**src/hw/rtl/mtx_pkg.sv**
```systemverilog
// Shared constants and control types for the MT19937 keystream XOR block.
package mtx_pkg;

   localparam int STATE_WORDS  = 624;
   localparam int IDX_W        = $clog2(STATE_WORDS);
   localparam int TWIST_OFFSET = 397;
   localparam int WORD_W       = 32;
   localparam int DATA_W       = 8;

   localparam logic [WORD_W-1:0] LCG_MUL    = 32'h0001_0dcd;
   localparam logic [WORD_W-1:0] MATRIX_A   = 32'h9908_b0df;
   localparam logic [WORD_W-1:0] UPPER_MASK = 32'h8000_0000;
   localparam logic [WORD_W-1:0] LOWER_MASK = 32'h7fff_ffff;
   localparam logic [WORD_W-1:0] TEMPER_B   = 32'h9d2c_5680;
   localparam logic [WORD_W-1:0] TEMPER_C   = 32'hefc6_0000;

   typedef enum logic [1:0] {
      RD_SEL_CUR = 2'd0,
      RD_SEL_NXT = 2'd1,
      RD_SEL_FAR = 2'd2
   } rd_sel_type;

   typedef struct packed {
      logic       load_item;
      logic       seed_start;
      logic       seed_mul;
      logic       seed_write;
      rd_sel_type rd_sel;
      logic       cap_cur;
      logic       cap_nxt;
      logic       twist;
      logic       load_out;
   } cmd_type;

   typedef struct packed {
      logic seed_last;
      logic out_free;
   } status_type;

endpackage

```
**src/hw/rtl/mtx_ctrl.sv**
```systemverilog
// Controller: sequences seeding, the three table reads, the twist write and the output load.
module mtx_ctrl
   import mtx_pkg::*;
(
   input  logic       clock,
   input  logic       reset,
   input  logic       csr_we,
   input  logic       req_valid,
   output logic       req_ready,
   input  status_type status,
   output cmd_type    cmd
);

   typedef enum logic [7:0] {
      ST_IDLE     = 8'b0000_0001,
      ST_SEED_MUL = 8'b0000_0010,
      ST_SEED_WR  = 8'b0000_0100,
      ST_RD_CUR   = 8'b0000_1000,
      ST_RD_NXT   = 8'b0001_0000,
      ST_RD_FAR   = 8'b0010_0000,
      ST_TWIST    = 8'b0100_0000,
      ST_DONE     = 8'b1000_0000
   } state_type;

   state_type state_ff, state_in;
   logic      seeded_ff, seeded_in;

   always_comb begin
      state_in  = state_ff;
      seeded_in = seeded_ff;
      cmd       = '0;
      cmd.rd_sel = RD_SEL_CUR;
      req_ready = 1'b0;
      case (state_ff)
         ST_IDLE: begin
            req_ready = 1'b1;
            if (req_valid) begin
               cmd.load_item = 1'b1;
               if (!seeded_ff) begin
                  cmd.seed_start = 1'b1;
                  state_in       = ST_SEED_MUL;
               end else begin
                  state_in = ST_RD_NXT;
               end
            end
         end
         ST_SEED_MUL: begin
            cmd.seed_mul = 1'b1;
            state_in     = ST_SEED_WR;
         end
         ST_SEED_WR: begin
            cmd.seed_write = 1'b1;
            if (status.seed_last) begin
               seeded_in = 1'b1;
               state_in  = ST_RD_CUR;
            end else begin
               state_in = ST_SEED_MUL;
            end
         end
         ST_RD_CUR: begin
            state_in = ST_RD_NXT;
         end
         ST_RD_NXT: begin
            cmd.cap_cur = 1'b1;
            cmd.rd_sel  = RD_SEL_NXT;
            state_in    = ST_RD_FAR;
         end
         ST_RD_FAR: begin
            cmd.cap_nxt = 1'b1;
            cmd.rd_sel  = RD_SEL_FAR;
            state_in    = ST_TWIST;
         end
         ST_TWIST: begin
            cmd.twist = 1'b1;
            state_in  = ST_DONE;
         end
         ST_DONE: begin
            if (status.out_free) begin
               cmd.load_out = 1'b1;
               state_in     = ST_IDLE;
            end
         end
         default: begin
            state_in = ST_IDLE;
         end
      endcase
      if (csr_we) begin
         seeded_in = 1'b0;
      end
   end

   always_ff @(posedge clock) begin
      if (reset) begin
         state_ff  <= ST_IDLE;
         seeded_ff <= 1'b0;
      end else begin
         state_ff  <= state_in;
         seeded_ff <= seeded_in;
      end
   end

endmodule

```
**config.mk**
```make
export PLATFORM = sky130hd
export DESIGN_NAME = mtx_ctrl
export DESIGN_NICKNAME = d
export VERILOG_FILES = /design/src/hw/rtl/mtx_pkg.sv /design/src/hw/rtl/mtx_ctrl.sv
export SDC_FILE = /design/constraint.sdc
export NUM_CORES = 1
export LEC_CHECK = 0
export BUFFER_PORTS_ARGS = -buffer_cell sky130_fd_sc_hd__clkbuf_2
export CAP_MARGIN = 40
export CORE_AREA = 5 5 42 44
export DETAILED_ROUTE_END_ITERATION = 8
export DIE_AREA = 0 0 47 49
export PLACE_DENSITY = 0.73
export SLEW_MARGIN = 5
export SYNTH_ARGS = -nofsm -noshare
export SYNTH_HDL_FRONTEND = slang
export SYNTH_SLANG_ARGS = --single-unit
```
**constraint.sdc**
```tcl
create_clock -name clock -period 1.57 [get_ports clock]
set_clock_uncertainty 0.05 [all_clocks]
set_input_delay 0.0785 -clock clock [delete_from_list [all_inputs] [get_ports clock]]
set_output_delay 0.0785 -clock clock [all_outputs]
set_load 0.02 [all_outputs]
```
### After elaboration in Yosys (flattened, before gate mapping)

Index checks and enable logic that the tools add are counted.

* flip-flop bits (word level): 9
* input bits: 6
* output and inout port bits: 11
* word-level logic and storage cells: 32

* equal/unequal tests: 10
* muxes and demuxes: 17
* reductions and logical operators: 3

Operator list (count)
* case mux 8 bit (8 select lines): 1
* 2-to-1 mux 8 bit: 2
* 2-to-1 mux 1 bit: 9
* equality test 8 x 1 -> 1 bit (second input constant): 1
* equality test 8 x 2 -> 1 bit (second input constant): 1
* equality test 8 x 3 -> 1 bit (second input constant): 1
* equality test 8 x 4 -> 1 bit (second input constant): 1
* equality test 8 x 5 -> 1 bit (second input constant): 1
* equality test 8 x 6 -> 1 bit (second input constant): 1
* equality test 8 x 7 -> 1 bit (second input constant): 1
* equality test 8 bit (second input constant): 1
* 2-to-1 mux 5 bit: 1
* 2-to-1 mux 2 bit: 2
* 2-to-1 mux 4 bit: 1
* inequality test 2 bit (second input constant): 2
* case mux 2 bit (2 select lines): 1
* AND reduction 2 bit: 2
* OR reduction 2 bit: 1

### Depth between registers and ports, before layout

Gate-level depths: netlist of run 1.

* word-level depth: 3
* gate-level depth with buffers: 5
* depth with buffers taken out: 4

### Worst setup path before layout of run 1

OpenSTA, ideal clock, no wires.

* path kind: flip-flop to output port
* from: reg state_ff[4]
* to: out cmd[8] in the netlist's numbering
* arrival time: 1.991 ns
* required time: 1.441 ns
* setup slack: -0.550 ns
* stages on the path, launching flop included: 6
* path buffers: 1
* cells stage by stage: dfxtp_1 > or4_4 > buf_6 > nor2_1 > and2_1 > nor2b_1

RTL lines
* from (decl): line mtx_ctrl.sv:25 `state_type state_ff, state_in;`
* from (signal assigned): line mtx_ctrl.sv:97 `state_ff <= state_in;`
* to (decl): line mtx_ctrl.sv:11 `output cmd_type cmd`

==> results of run 1 <==
## report_power, final
group | internal [W] | switching (W)
logic | 0.000153 | 0.000132
registers | 0.000244 | 0.0000170
clock network | 0.0000976 | 0.0000749
## cells in the final DEF, fill, tap and decap left out, drive strengths merged
cell / instances
or4: 2
and4b: 3
nor3: 3
nor2b: 3
nand2: 3
nor4: 2
nand3: 1
a21oi: 3
or4b: 2
nor2: 11
o21ai: 1
clkbuf: 14
dlygate4sd3: 2
and2: 2
buf: 24
o31a: 1
o41ai: 1
or3: 1
dfxtp: 9
a31oi: 1
inv: 5
xnor2: 1
mux2i: 1
nand2b: 2
## worst register-to-register path, stage by stage, from the launching register on
cell	delay (ps)
dfxtp_4	350
or4b_4	560
buf_4	170
o31a_2	320
o21ai_4	110
nor2_1	70
## routing by layer
metal | vias to the layer above | wire length, um
met5 | - | 0
met4 | 0 | 0
met3 | 0 | 44
met2 | 6 | 730
met1 | 262 | 585
li1 | 287 | -
## worst min path at each step
stage	endpoint	start	depth (start not counted)	slack, ps
floorplan	seeded_ff	csr_we	1	100
global placement	seeded_ff	csr_we	2	200
detailed placement	seeded_ff	csr_we	2	200
CTS	state_ff[3]	status[1]	3	10
global route	state_ff[3]	status[1]	3	30
finish	state_ff[3]	status[1]	3	10
## layout make-up
| cell class | instances | area (um^2) |
|---|---|---|
| clock buffers | 4 | 26.28 |
| fillers | 108 | 469.2 |
| inverters | 5 | 18.77 |
| multi-input cells | 44 | 374.1 |
| flip-flops and latches | 9 | 188.9 |
| well taps | 16 | 20.02 |
| repair buffers | 36 | 304.0 |
## flip-flops by register name, indices dropped and copies added (netlist names)
signal	cells
state_ff	8
seeded_ff	1
## per-stage QoR
| step | hold WS [ps] | cells | utilization, % | instance area [um^2] |
|---|---|---|---|---|
| floorplan | 97.51 | 60 | - | 549.3 |
| global placement | 202.8 | 101 | 50.89 | 713.2 |
| detailed placement | 201.7 | 101 | 50.89 | 713.2 |
| CTS | 14.02 | 110 | 61.52 | 862.1 |
| global route | 25.20 | 114 | 66.52 | 932.1 |
| finish | 11.93 | 114 | 66.52 | 932.1 |
## repair_timing
item	in CTS	in global routing
gates resized for setup	22	16
hold endpoints to repair	1	0
endpoints found under the setup margin	18	20
pin swaps	4	7
hold buffers	2	0
buffers inserted	3	4
## kinds of logic after synthesis
group,count (synthesis),share of synthesized area (%)
buf+inv,7,7.230
simple gates,35,45.06
flops,9,34.70
compound gates,7,9.398
mux,1,1.928
xor+xnor,1,1.687
==> qor.yml, run 1 <==
outcome: "finished, violations left"
failed_checks: "negative setup slack"
worstPathMaxFanout: 5
timing.reg2reg.worst_path_depth: 5
num_vias: 555
critPathTopFamily: "simple AND/OR/NAND/NOR gates"
overflow: 0
yosysSeqAreaShare_pct: 34.70
die_span_x_um: 47
synth_commonest_cells: "10 x nor2_1, 9 x dfxtp_1, 5 x inv_1"
synth.top_cells.by_area: "dfxtp_1 35%, nor2_1 7.2%, and4b_2 6.5%"
place.port_buffers: 16
remaining_drc_errors: 0
peakVddDrop_uv: 491.5
postRouteAntennaNets: 0
report.power.total_w: 0.0007190
grt_util_met2_pct: 21.95
fin_nets: 105
wl_per_cell_um: 11.92
rsz0062_at_grt: "true"
grtUsageMet1_pct: 15.52
path_class: "reg -> out"
max_slew_margin_pct: 81.63
worstSkewPairLatency_ps: 250
placement.setup.worst_slack_ps: -71.88
antenna_found_initial: 0
ys_types: 27
crit_arrival_ps: 1660
worst_r2r_setup_slack_ps: -180
cp-startpoint: "state_ff[4]"
h_tree_levels: 1
antenna_cells: 0
synth.cell_area_um2: 519.2
drv.max_cap_violation_count: 0
design.portCount: 17
timing.final.ws_setup_ps: -220.7
tritoncts: "yes"
critical_path.endpoint_type: "output pin"
rows: 14
post_synthesis_instance_total: 60
post_route_cells_drive_above_1_share_pct: 63.27
routed_via_density: 4.868
syn_area_per_cell_um2: 8.654
first_global_vias: 539
timing.final.crit_share_pct: 114.1
number_of_clock_sinks: 9
max_freq_mhz: 558.4
hpwl_mm: 1.027
fp.dieArea_um2: 2303
path_type_of_the_worst_min_delay_path: "in -> reg"
dr.pass1.iters: 3
grt_use_met3_pct: 3.321
ctsLongestPathBuffers: 2
yosysMostFrequentCell: "nor2_1"
tightestPinTransition_ps: 272.0
global_route.peak_usage_layer: "met2"
mappedNetlistNets: 66
yosys_warn_count: 0
rr_startpoint: "state_ff[1]"
timing.critical_path.to: "cmd[8]"
total_of_flip_flops_plus_latches_after_synthesis: 9
die_height_um: 49
worstSetupStartpointType: "flop"
post-synth-top-area-cell: "dfxtp_1"
report.final.slew_viol_count: 0
crit_chain: "or4_4 -> nor2_4 -> and2_4 -> nor2b_4 -> buf_8"
worst_path_max_delay_cell: "or4_4"
timing.final.crit_period_ps: 1791
synth_enable_flop_cells: 0
timing.critical_path.depth: 5
grt_first_pass_wirelength_mm: 2.256
clk_pin_slew_ps: 60
postRouteWirelength_mm: 1.359
critical_path.reg2reg.endpoint: "state_ff[1]"
grtUsageTotal_pct: 12.85
drt-initial-drc-count: 7
synthArstFlopShare_pct: 0
largest_net_degree_at_the_start_of_global_routing: 7
gp_routability_congestion: 0.8087
fin_setup_tns_ps: -1954
area_delta_synth_final_pct: 79.52
pwr_density_cell_nw_per_um2: 771.4
numCtsBuffers: 3
synth_top_area_share_pct: 34.70
cts_root_buf: "clkbuf_4"
floorplan.core_area_um2: 1401
crit_required_ps: 1440
power_leakage_nw: 0.4051
initial_core_util_pct: 37.05
setup_viol: 15
critical-path-max-stage-delay_ps: 580
number_of_buffer_and_inverter_instances_along_the_worst_setup_path: 1
postSynth.topFlopCell: "dfxtp_1"
timing_hold_violations_final: 0
Power figures use the tool's default switching activity.
==> run 2: changes to the inputs <==
--- a/config.mk
+++ b/config.mk
@@ -8,7 +8,7 @@
 export BUFFER_PORTS_ARGS = -buffer_cell sky130_fd_sc_hd__clkbuf_2
 export CAP_MARGIN = 40
-export CORE_AREA = 5 5 42 44
+export CORE_AREA = 8 8 45 47
 export DETAILED_ROUTE_END_ITERATION = 8
-export DIE_AREA = 0 0 47 49
+export DIE_AREA = 0 0 53 55
 export PLACE_DENSITY = 0.73
 export SLEW_MARGIN = 5
--- a/constraint.sdc
+++ b/constraint.sdc
@@ -3,3 +3,3 @@
 set_input_delay 0.0785 -clock clock [delete_from_list [all_inputs] [get_ports clock]]
 set_output_delay 0.0785 -clock clock [all_outputs]
-set_load 0.02 [all_outputs]
+set_load 0.1 [all_outputs]
==> qor.yml, run 2 (synthesized netlist as in run 1, its figures left out) <==
outcome: "finished, violations left"  # unchanged
failed_checks: "negative hold slack, negative setup slack"  # was negative setup slack
worstSkewPairLatency_ps: 270  # was 250 ps
peakVddDrop_uv: 928.3  # was 491.5 uV
design.portCount: 17  # unchanged
setup_viol: 20  # was 15
rsz0062_at_grt: "true"  # unchanged
tightestPinTransition_ps: 384.7  # was 272.0 ps
drt-initial-drc-count: 10  # was 7
report.power.total_w: 0.001082  # was 0.0007190 W
fin_hold_ws_ps: -4.775  # was 11.93 ps
post_route_cells_drive_above_1_share_pct: 72.48  # was 63.27%
report.final.slew_viol_count: 0  # unchanged
placed_cells_incl_taps: 105  # was 101
biggestRegsByFlops: "state_ff: 8 flops, seeded_ff: 1 flops"  # unchanged
hold_depth: 3  # unchanged
clk_pin_slew_ps: 60  # about the same
power_leakage_nw: 0.5042  # was 0.4051 nW
remaining_drc_errors: 0  # unchanged
pwr_density_cell_nw_per_um2: 901.0  # was 771.4 nW/um^2
floorplan.core_area_um2: 1384  # was 1401 um^2
max_freq_mhz: 522.8  # was 558.4 MHz
crit_arrival_ps: 1780  # was 1660 ps
path_type_of_the_worst_min_delay_path: "in -> reg"  # unchanged
timing_hold_violations_final: 1  # was 0
drv.max_cap_violation_count: 0  # unchanged
timing.reg2reg.worst_path_depth: 4  # was 5
cts_root_buf: "clkbuf_4"  # unchanged
largest_register_ff_count: 8  # unchanged
largest_register: "state_ff"  # unchanged
place.port_buffers: 16  # unchanged
final_cells: 125  # was 114
rows: 14  # unchanged
worstPathMaxFanout: 5  # unchanged
timing.final.crit_share_pct: 121.8  # was 114.1%
timing.final.ws_setup_ps: -343.0  # was -220.7 ps
fillers: 67  # was 108
layout.area.seq_um2: 197.7  # was 188.9 um^2
number_of_clock_sinks: 9  # unchanged
crit_required_ps: 1440  # about the same
die_span_x_um: 53  # was 47 um
gp_routability_congestion: 0.8102  # was 0.8087
timing.critical_path.depth: 5  # unchanged
tritoncts: "yes"  # unchanged
antenna_cells: 0  # unchanged
critical_path.endpoint_type: "output pin"  # unchanged
largest_net_degree_at_the_start_of_global_routing: 7  # unchanged
grtUsageTotal_pct: 14.34  # was 12.85%
postRouteWirelength_mm: 2.131  # was 1.359 mm
numCtsBuffers: 3  # unchanged
postRouteAntennaNets: 0  # unchanged
antenna_found_initial: 0  # unchanged
hpwl_mm: 1.273  # was 1.027 mm
number_of_buffer_and_inverter_instances_along_the_worst_setup_path: 1  # unchanged
crit_chain: "or4_4 -> nor2_4 -> and2_4 -> nor2b_4 -> buf_12"  # was or4_4 -> nor2_4 -> and2_4 -> nor2b_4 -> buf_8
ctsLongestPathBuffers: 2  # unchanged
critical-path-max-stage-delay_ps: 600  # was 580 ps
wl_per_cell_um: 17.05  # was 11.92 um
multiInputGateArea_um2: 425.4  # was 374.1 um^2
num_vias: 683  # was 555
first_global_vias: 688  # was 539
h_tree_levels: 1  # unchanged
routed_via_density: 5.464  # was 4.868
layout.cells.most_common_list: "21 x buf_4, 11 x buf_12, 8 x buf_6"  # was 20 x buf_4, 7 x nor2_1, 5 x inv_1, 5 x clkbuf_4, 5 x clkbuf_2
worst_path_max_delay_cell: "or4_4"  # unchanged
dr.pass1.iters: 4  # was 3
timing.final.crit_period_ps: 1913  # was 1791 ps
path_class: "reg -> out"  # unchanged
max_slew_margin_pct: 74.26  # was 81.63%
initial_core_util_pct: 37.52  # was 37.05%
overflow: 0  # unchanged
grt_first_pass_wirelength_mm: 3.036  # was 2.256 mm
worstSetupStartpointType: "flop"  # unchanged
fp.dieArea_um2: 2915  # was 2303 um^2
area_delta_synth_final_pct: 131.3  # was 79.52%
die_height_um: 55  # was 49 um
final_common_cell: "buf_4"  # unchanged
critPathTopFamily: "simple AND/OR/NAND/NOR gates"  # unchanged
fin_nets: 116  # was 105
## run 2: cell count changes in the layout (fill, tap and decap cells not counted), sizes merged
cell | previous run | this run
buf | 24 | 40
clkbuf | 14 | 9
## run 2: layout make-up
class / count / area share (%)
timing repair buffer: 47 / 42.71
multi-input combinational: 44 / 35.42
sequential: 9 / 16.46
tap: 16 / 1.667
clock buffer: 4 / 2.188
inverter: 5 / 1.563
## run 2: final timing paths
path               start     endpoint  slack (ps)
max reg2reg  state_ff[6]  state_ff[4]        -210
max          state_ff[6]       cmd[8]        -340
min            status[1]  state_ff[3]          -5
min reg2reg    seeded_ff    seeded_ff         530
## run 2: metal layers
| metal | part of all wire, % | up-vias | routed length, um | track usage (%) |
|---|---|---|---|---|
| met1 | 35 | 309 | 741 | 12.21 |
| li1 | - | 312 | - | - |
| met4 | 5.3 | 0 | 114 | 8.190 |
| met3 | 7.3 | 20 | 156 | 2.406 |
| met5 | 0 | - | 0 | 0 |
| met2 | 53 | 42 | 1119 | 30.08 |
## run 2: what timing repair did
action	CTS	global route
pin swaps	6	9
setup endpoints to repair	20	20
hold buffers	2	0
buffers inserted	12	3
gates resized for setup	19	10
endpoints found under the hold margin	1	0
## run 2: worst reg2reg max path, delay by kind of cell, from the launching register on
family	cells	cell delay, ps
and+or+nand+nor	3	1170
DFF	1	320
buffers and inverters	1	180
## run 2: report_power, final
group          total (W)  internal [W]  switching [W]
Sequential      0.000261      0.000242      0.0000188
Combinational   0.000631      0.000302       0.000329
Clock           0.000190     0.0000982      0.0000914
Total            0.00108      0.000643       0.000439
## run 2: stage by stage
step	setup TNS, ps	hold WS [ps]	area, um^2	util, %	setup WS, ps
6_report	-4264	-4.775	1201	86.80	-343.0
5_1_grt	-4978	4.412	1201	86.80	-383.7
4_1_cts	-3624	4.276	1132	81.83	-336.1
3_5_place_dp	-895.0	202.8	933.4	67.45	-107.8
3_3_place_gp	-508.2	201.1	933.4	67.45	-90.23
2_1_floorplan	-6369	97.51	586.8	-	-1077
==> run 3: changes to the inputs <==
Settings changed: CORE_AREA 8 8 45 47 to default, CORE_ASPECT_RATIO from default to 1.1, CORE_MARGIN from default to 8, CORE_UTILIZATION from default to 26, DIE_AREA 0 0 53 55 to default, PLACE_DENSITY 0.73 to 0.54.
==> qor.yml, run 3 (synthesized netlist as in run 1, its figures left out) <==
outcome: "finished, violations left"  # unchanged
failed_checks: "negative setup slack"  # was negative hold slack, negative setup slack
max_slew_margin_pct: 75.52  # was 74.26%
final_core_utilization_pct: 58.82  # was 86.80%
tritoncts: "yes"  # unchanged
path_type_of_the_worst_min_delay_path: "in -> reg"  # unchanged
h_tree_levels: 1  # unchanged
rsz0062_at_grt: "true"  # unchanged
layout.cells.most_common_list: "23 x buf_4, 11 x buf_12, 6 x nor2_1"  # was 21 x buf_4, 11 x buf_12, 8 x buf_6
fin_nets: 113  # was 116
routed_via_density: 4.403  # was 5.464
grtUsageTotal_pct: 8.468  # was 14.34%
largest_register: "state_ff"  # unchanged
final_common_cell: "buf_4"  # unchanged
cts_root_buf: "clkbuf_4"  # unchanged
drt-initial-drc-count: 2  # was 10
path_class: "reg -> out"  # unchanged
biggestRegsByFlops: "state_ff: 8 flops, seeded_ff: 1 flops"  # unchanged
number_of_buffer_and_inverter_instances_along_the_worst_setup_path: 1  # unchanged
antenna_found_initial: 0  # unchanged
ctsLongestPathBuffers: 2  # unchanged
num_vias: 590  # was 683
worstPathMaxFanout: 5  # unchanged
overflow: 0  # unchanged
worst_path_max_delay_cell: "or4b_4"  # was or4_4
dr.pass1.iters: 4  # unchanged
wl_per_cell_um: 11.93  # was 17.05 um
crit_chain: "or4b_4 -> nor2_4 -> and2_4 -> nor2b_4 -> buf_12"  # was or4_4 -> nor2_4 -> and2_4 -> nor2b_4 -> buf_12
postRouteAntennaNets: 0  # unchanged
first_global_vias: 615  # was 688
clk_pin_slew_ps: 50  # was 60 ps
numCtsBuffers: 3  # unchanged
worstSetupStartpointType: "flop"  # unchanged
area_delta_synth_final_pct: 121.7  # was 131.3%
number_of_clock_sinks: 9  # unchanged
route.met3.wl_um: 65  # was 156 um
initial_core_util_pct: 26.53  # was 37.52%
largest_register_ff_count: 8  # unchanged
met1Wirelength_um: 646  # was 741 um
timing.final.crit_share_pct: 120.5  # was 121.8%
max_freq_mhz: 528.5  # was 522.8 MHz
worstSkewPairLatency_ps: 260  # was 270 ps
timing.final.crit_period_ps: 1892  # was 1913 ps
timing_hold_violations_final: 0  # was 1
die_span_x_um: 58.61  # was 53 um
wl_met2_um: 877  # was 1.119 mm
drv.max_cap_violation_count: 0  # unchanged
crit_required_ps: 1440  # about the same
floorplan.core_area_um2: 1957  # was 1384 um^2
rows: 17  # was 14
hpwl_mm: 1.118  # was 1.273 mm
remaining_drc_errors: 0  # unchanged
critPathTopFamily: "simple AND/OR/NAND/NOR gates"  # unchanged
die_height_um: 62.87  # was 55 um
peakVddDrop_uv: 717.9  # was 928.3 uV
power_leakage_nw: 0.4774  # was 0.5042 nW
crit_arrival_ps: 1760  # was 1780 ps
highest_layer: "met4"  # unchanged
dpl-instance-area_um2: 925.9  # was 933.4 um^2
tightestPinTransition_ps: 365.8  # was 384.7 ps
critical-path-max-stage-delay_ps: 570  # was 600 ps
postRouteWirelength_mm: 1.598  # was 2.131 mm
post_route_cells_drive_above_1_share_pct: 67.92  # was 72.48%
fp.dieArea_um2: 3685  # was 2915 um^2
pwr_density_cell_nw_per_um2: 857.6  # was 901.0 nW/um^2
largest_net_degree_at_the_start_of_global_routing: 8  # was 7
critical_path.endpoint_type: "output pin"  # unchanged
grt_first_pass_wirelength_mm: 2.525  # was 3.036 mm
design.portCount: 17  # unchanged
gp_routability_congestion: 0.8688  # was 0.8102
timing.final.ws_setup_ps: -322.0  # was -343.0 ps
antenna_cells: 0  # unchanged
post_route_cell_area_um2: 1151  # was 1201 um^2
place.port_buffers: 16  # unchanged
setup_viol: 20  # unchanged
report.final.slew_viol_count: 0  # unchanged
## run 3: metal layers
metal,vias to the layer above,track usage [%]
li1,301,-
met1,273,8.827
met2,14,14.78
met3,2,2.881
met4,0,3.593
met5,-,0
## run 3: worst reg2reg max path, cell delays in order (launching register included)
cell and delay [ps]:
dfxtp_2 320, or4_4 600, buf_4 170, buf_6 110
o31a_4 340, o21ai_4 100, nor3_1 70
## run 3: worst paths after layout
kind / start / endpoint / slack, ps / cells after the start
hold reg to reg: seeded_ff / seeded_ff / 520 / 2
setup reg to reg: state_ff[4] / state_ff[2] / -310 / 6
setup / recovery: state_ff[1] / cmd[8] / -320 / 5
hold / removal: status[1] / state_ff[3] / 10 / 3
## run 3: area by class of cell
class,instances,area (um^2)
multi-input cells,44,405.4
inverters,5,18.77
clock buffers,4,26.28
well taps,28,35.03
flip-flops and latches,9,193.9
repair buffers,44,471.7
fillers,185,805.8
## run 3: report_power, final
| group | leakage, nW | internal [W] | switching, W |
|---|---|---|---|
| Combinational | 0.387 | 0.000254 | 0.000291 |
| Clock | 0.0150 | 0.0000977 | 0.0000797 |
| Sequential | 0.0755 | 0.000242 | 0.0000238 |
| Total | 0.477 | 0.000593 | 0.000394 |
## run 3: stage by stage
stage | std cells | power, W | hold WS [ps] | setup slack (ps) | TNS [ps]
after global routing | 134 | 0.001034 | 23.89 | -388.4 | -5636
after floorplan | 60 | 0.0005434 | 97.51 | -1077 | -6369
after CTS | 126 | 0.0009555 | 14.98 | -323.1 | -4440
final | 134 | 0.0009872 | 9.712 | -322.0 | -4492
after global placement | 114 | 0.0007246 | 199.8 | -69.88 | -452.0
after detailed placement | 114 | 0.0007253 | 199.4 | -72.43 | -670.3
## run 3: repair_timing
item                                    4_1_cts  5_1_grt
pin swaps                                     3        4
hold buffers                                  2        0
endpoints found under the setup margin       20       20
resized for setup                            10        9
setup buffers                                 7        8
gates cloned                                  0        0
hold endpoints to repair                      1        0
